## src/hw/rtl/c3g_pkg.sv

```systemverilog
package c3g_pkg;

    localparam int PIX_BITS      = 8;
    localparam int SLOT_BITS     = 16;
    localparam int COEF_SET_BITS = 48;
    localparam int FW_BITS       = 11;
    localparam int FH_BITS       = 13;
    localparam int ROW_BITS      = 13;
    localparam int HEIGHT_LIMIT  = 4096;
    localparam int APB_ADDR_BITS = 6;
    localparam int APB_DATA_BITS = 64;
    localparam int N_TAPS        = 3;

    localparam int MAX_WIDTH_DEF = 1024;
    localparam int COEF_BITS_DEF = 16;

    localparam logic [FW_BITS-1:0]       FRAME_WIDTH_RST  = FW_BITS'(256);
    localparam logic [FH_BITS-1:0]       FRAME_HEIGHT_RST = FH_BITS'(256);
    localparam logic [COEF_SET_BITS-1:0] COEF_SET_0_RST   = '0;
    localparam logic [COEF_SET_BITS-1:0] COEF_SET_1_RST   = COEF_SET_BITS'(256);
    localparam logic [COEF_SET_BITS-1:0] COEF_SET_2_RST   = '0;

    typedef logic [PIX_BITS-1:0] pix_t;

    // one window column, index 0 is the oldest row, 2 the newest
    typedef logic [N_TAPS-1:0][PIX_BITS-1:0] col_t;

    typedef struct packed {
        pix_t upper;
        pix_t lower;
    } lpair_t;

    typedef struct packed {
        logic emit;
        logic border;
        logic last;
    } ctl_t;

    typedef enum logic [2:0] {
        REG_FRAME_WIDTH  = 3'd0,
        REG_FRAME_HEIGHT = 3'd1,
        REG_COEF_SET_0   = 3'd2,
        REG_COEF_SET_1   = 3'd3,
        REG_COEF_SET_2   = 3'd4
    } reg_idx_t;

endpackage

```

## src/hw/rtl/c3g_cell.sv

```systemverilog
module c3g_cell import c3g_pkg::*; #(
    parameter int COEF_BITS = COEF_BITS_DEF,
    parameter int PSUM_BITS = COEF_BITS_DEF + PIX_BITS + 3
) (
    input  logic                        aclk,
    input  logic                        shift_en,
    input  col_t                        col_in,
    input  logic [COEF_SET_BITS-1:0]    coef_set,
    output col_t                        col_out,
    output logic signed [PSUM_BITS-1:0] psum
);

    localparam int PROD_BITS = COEF_BITS + PIX_BITS + 1;

    col_t                        col_reg;
    logic signed [PSUM_BITS-1:0] psum_reg;
    logic signed [PSUM_BITS-1:0] psum_next;
    logic signed [COEF_BITS-1:0] wt   [N_TAPS];
    logic signed [PROD_BITS-1:0] prod [N_TAPS];
    logic signed [PSUM_BITS-1:0] ext  [N_TAPS];

    // row r uses weight slot 2 - r
    always_comb begin
        for (int r = 0; r < N_TAPS; r++) begin
            wt[r]   = $signed(coef_set[SLOT_BITS*(N_TAPS-1-r) +: COEF_BITS]);
            prod[r] = $signed({{(PROD_BITS-PIX_BITS){1'b0}}, col_in[r]})
                      * PROD_BITS'(wt[r]);
            ext[r]  = PSUM_BITS'(prod[r]);
        end
        psum_next = ext[0] + ext[1] + ext[2];
    end

    always_ff @(posedge aclk) begin
        if (shift_en) begin
            col_reg  <= col_in;
            psum_reg <= psum_next;
        end
    end

    assign col_out = col_reg;
    assign psum    = psum_reg;

endmodule

```

## config.mk

```make
export PLATFORM = sky130hd
export DESIGN_NAME = c3g_cell
export DESIGN_NICKNAME = d
export VERILOG_FILES = /design/src/hw/rtl/c3g_pkg.sv /design/src/hw/rtl/c3g_cell.sv
export SDC_FILE = /design/constraint.sdc
export NUM_CORES = 1
export LEC_CHECK = 0
export BUFFER_PORTS_ARGS = -buffer_cell sky130_fd_sc_hd__buf_2
export CORE_ASPECT_RATIO = 1.2
export CORE_MARGIN = 3
export CORE_UTILIZATION = 35
export CTS_BUF_LIST = sky130_fd_sc_hd__clkbuf_4 sky130_fd_sc_hd__clkbuf_8
export CTS_CLUSTER_SIZE = 24
export DETAILED_ROUTE_END_ITERATION = 8
export GPL_TIMING_DRIVEN = 0
export SKIP_LAST_GASP = 1
export SLEW_MARGIN = 25
export SYNTH_ARGS = -nofsm -noshare
export SYNTH_HDL_FRONTEND = slang
export SYNTH_SLANG_ARGS = --single-unit
```

## constraint.sdc

```tcl
create_clock -name aclk -period 10.87 [get_ports aclk]
set_input_delay 3.261 -clock aclk [delete_from_list [all_inputs] [get_ports aclk]]
set_output_delay 3.261 -clock aclk [all_outputs]
set_load 0.01 [all_outputs]
```

Word-level counts from Yosys, hierarchy flattened

Cells that the tools add are included.

Add/subtract/negate cells: 2
Multipliers: 3

Operator list:

| cell                                          | count |
|---|---|
| 9-bit by 16-bit multiplier with 25-bit output | 3 |
| 26-bit by 25-bit adder with 27-bit output     | 1 |
| 25-bit by 25-bit adder with 26-bit output     | 1 |

Bits in registers: 51
Output and inout port bits: 51
Logic and storage cells: 9

Logic depth before layout (Yosys ltp)

Depth after elaboration: 3
Gate-level depth with buffers: 23
Mapped depth without buffers: 22

Worst setup path before layout

Ideal clock, no wire load.

Path type: input to register
Start point: in col_in[3] (netlist name)
End point: reg psum_reg[24] (netlist: psum[24]), data pin
Library setup time: 262 ps
Data arrival time: 8907 ps
Setup slack: 1701 ps
Stages: 20
Buffers on the path: 2
Cell sequence: clkbuf_1 > nand2_1 > fa_1 > fa_1 > fa_1 > fa_1 > inv_1 > fa_1 > fa_1 > inv_1 > fa_1 > inv_1 > ha_1 > buf_4 > and4_4 > a41o_1 > or4_4 > a31oi_4 > o31ai_1 > xnor2_1

Longest elaborated chain between the ends: 3

RTL lines:

| what                                          | line           | source |
|---|---|---|
| start, declared                               | c3g_cell.sv:7  | `input col_t col_in,` |
| 9-bit by 16-bit multiplier with 25-bit output | c3g_cell.sv:27 | `* PROD_BITS'(wt[r]);` |
| 25-bit by 25-bit adder with 26-bit output     | c3g_cell.sv:30 | `psum_next = ext[0] + ext[1] + ext[2];` |
| 26-bit by 25-bit adder with 27-bit output     | c3g_cell.sv:30 |  |
| via psum_next[24]                             | c3g_cell.sv:17 | `logic signed [PSUM_BITS-1:0] psum_next;` |
| end signal, assigned                          | c3g_cell.sv:36 | `psum_reg <= psum_next;` |
| end, declared                                 | c3g_cell.sv:16 | `logic signed [PSUM_BITS-1:0] psum_reg;` |

The timed path passes the listed nets, and every way through them passes these cells.
A chain may end at the register's enable or synchronous reset.

Worst setup path in the final report

Start point: in col_in[3] (netlist name)
End point: reg psum_reg[25] (netlist: psum[25]), data pin

Same word-level chain as after synthesis.

==> flow_metrics.tcl <==
set metrics [dict create \
    postCtsSetupRepairBufs 0 \
    row_count 85 \
    maxSlewViolCount 0 \
    synthFlopType "edfxtp_1" \
    synth_commonest_cells "509 x inv_1, 401 x fa_1, 226 x nand2_1" \
    place_congestion 0.884 \
    grt_start_max_net_pins 52 \
    fin_crit_sh_pct 93.7 \
    core_sq_um 45000 \
    fin_crit_ns 10.18 \
    grt_overflow_total 0 \
    start_util_pct 35.5 \
    status "finished clean" \
    required_ns 11.00 \
    synth_edf_count 51 \
    end_kind "register" \
    tritoncts "yes" \
    ys_seq_area_share_pct 9.58 \
    final_hold_viol_count 0 \
    setup_viol_count_final 0 \
    synth_area_leaders "fa_1 50%, inv_1 12%, edfxtp_1 9.6%, ha_1 9.6%, and2_1 6.7%" \
    cts-buffers-inserted 5 \
    yosys.area.top_type "fa_1" \
    clk_path_buf_depth 2 \
    timing.fmax_mhz 98.2 \
    synthArstFlopShare_pct 0 \
    firstDrtPassIters 5 \
    grt_pass1_vias 12000 \
    fillCellCount 4553 \
    ant_nets 0 \
    tns_ns 0 \
    fp.dieH_um 240 \
    io_buffers 122 \
    grt_usage_pct 17.1 \
    antenna_found_initial 4 \
    remaining_drc_errors 0 \
    ios 125 \
    synth_most_common_cell "inv_1" \
    final_nets 2374 \
    postCtsHoldBufs 0 \
    rsz0062_at_grt "false" \
    routed_wl_um 39300 \
    synth_fp_nets 2245 \
    grt_pass1_wl_um 63300 \
    largest_reg_flops 27 \
    die_x_um 201 \
    cts_resized 0 \
    drive_above_1_share_pct 7.87 \
    htreeDepth 2 \
    worstMarginPinSlew_ns 0.775 \
    worstSetupStartpointType "primary input" \
    die_area_sq_um 48300 \
    wl_per_cell_um 16.4 \
    path_class "primary input to register" \
    synthCells 1648 \
    arrival_ns 10.31 \
    syn_area_sq_um 16000 \
    hold_path_class "primary input to register" \
    syn2layout_area_growth_pct 9.36 \
    synth_cell_types 46 \
    cp_max_fo 10 \
    synth_area_per_cell_sq_um 9.70 \
    cts-root-buf "clkbuf_8" \
    dpl.hpwl_um 34900 \
    yosysWarningCount 0 \
    drtIter0Drc 650 \
    clkTransAtPathRegs_ns 0.13 \
    cts_sinks 51 \
    maxCapViolations 0 \
    slew_headroom_pct 47.9 \
    synth_top_area_share_pct 50.2 \
    avgViaCountPerCell 4.67 \
    vias 11100 \
    ys_seq_elements 51 \
]
per-stage QoR:
step | setup WS (ns) | utilization (%) | std cells | hold slack [ns] | area (sq um)
2_1_floorplan | 1.70 | - | 1648 | 3.36 | 16000
3_5_place_dp | 0.467 | 38.6 | 2379 | 3.56 | 17400
6_report | 0.689 | 38.8 | 2389 | 3.18 | 17500
4_1_cts | 0.884 | 38.8 | 2387 | 3.13 | 17500
3_3_place_gp | 0.536 | 38.6 | 2379 | 3.56 | 17400
5_1_grt | 0.500 | 38.8 | 2388 | 3.16 | 17500
critical path: stages:
cell      delay (ns)
buf_2           0.23
clkbuf_1        0.51
nand2_1         0.17
fa_1            0.54
fa_1            0.57
fa_1            0.53
fa_1            0.51
inv_1           0.05
fa_1            0.48
fa_1            0.49
inv_1           0.05
fa_1            0.53
inv_1           0.06
ha_1            0.26
clkbuf_1        0.27
nand2_1         0.18
o21ai_0         0.60
a311oi_1        0.11
a21oi_1         0.47
a31oi_1         0.16
a311o_1         0.28
worst paths after layout:
| kind | slack (ns) | from | depth (start not counted) | end |
|---|---|---|---|---|
| worst min-delay path | 3.18 | col_in[15] | 1 | col_out[15] |
| worst max-delay path | 0.69 | col_in[3] | 21 | psum[25] |
kinds of logic (layout without fill, tap and decap cells):
kind of cell	count (synthesis)	after routing	synth area share, %
buffers and inverters	540	670	12.8
adders and majority gates	523	523	59.8
and+or+nand+nor	432	432	13.2
AOI/OAI and AO/OA	71	71	2.97
DFF	51	51	9.58
xor gates and xnor gates	31	31	1.70
other	0	2	0
per-layer routing:
metal | global-route usage [%] | vias to the layer above | part of all wire (%)
met1 | 20.9 | 5830 | 38
met5 | 0 | - | 0.069
met4 | 4.05 | 4 | 2.1
met3 | 2.53 | 38 | 5.4
met2 | 32.0 | 297 | 55
li1 | - | 4977 | -
cells in the final DEF, fill, tap and decap left out, types with 2 or more instances in the layout:
cell type,instances
a21boi_0,2
a21o_1,5
a21oi_1,27
a31oi_1,4
and2_1,171
and3_1,4
buf_2,123
buf_4,2
clkbuf_1,27
clkbuf_8,5
diode_2,2
edfxtp_1,51
fa_1,401
ha_1,122
inv_1,509
nand2_1,226
nand3_1,4
nand4_1,4
nor2_1,13
nor2b_1,3
nor3_1,3
o211ai_1,2
o21ai_0,8
o21bai_1,3
o22ai_1,2
o31ai_1,3
xnor2_1,25
xor2_1,6
layout make-up:
class | instances | area [sq um] | share of cell area [%]
clock inverter | 2 | 38.8 | 0.222
buffer | 31 | 130 | 0.745
inverter | 509 | 1910 | 10.9
clock buffer | 6 | 76.3 | 0.437
multi-input combinational | 1057 | 12400 | 71.0
timing repair buffer | 122 | 613 | 3.51
sequential | 51 | 1530 | 8.76
antenna | 2 | 5.00 | 0.0286
tap | 609 | 762 | 4.36
Power is not shown: default switching activity piles up to over one toggle a cycle in this logic, so the estimate is an artifact.
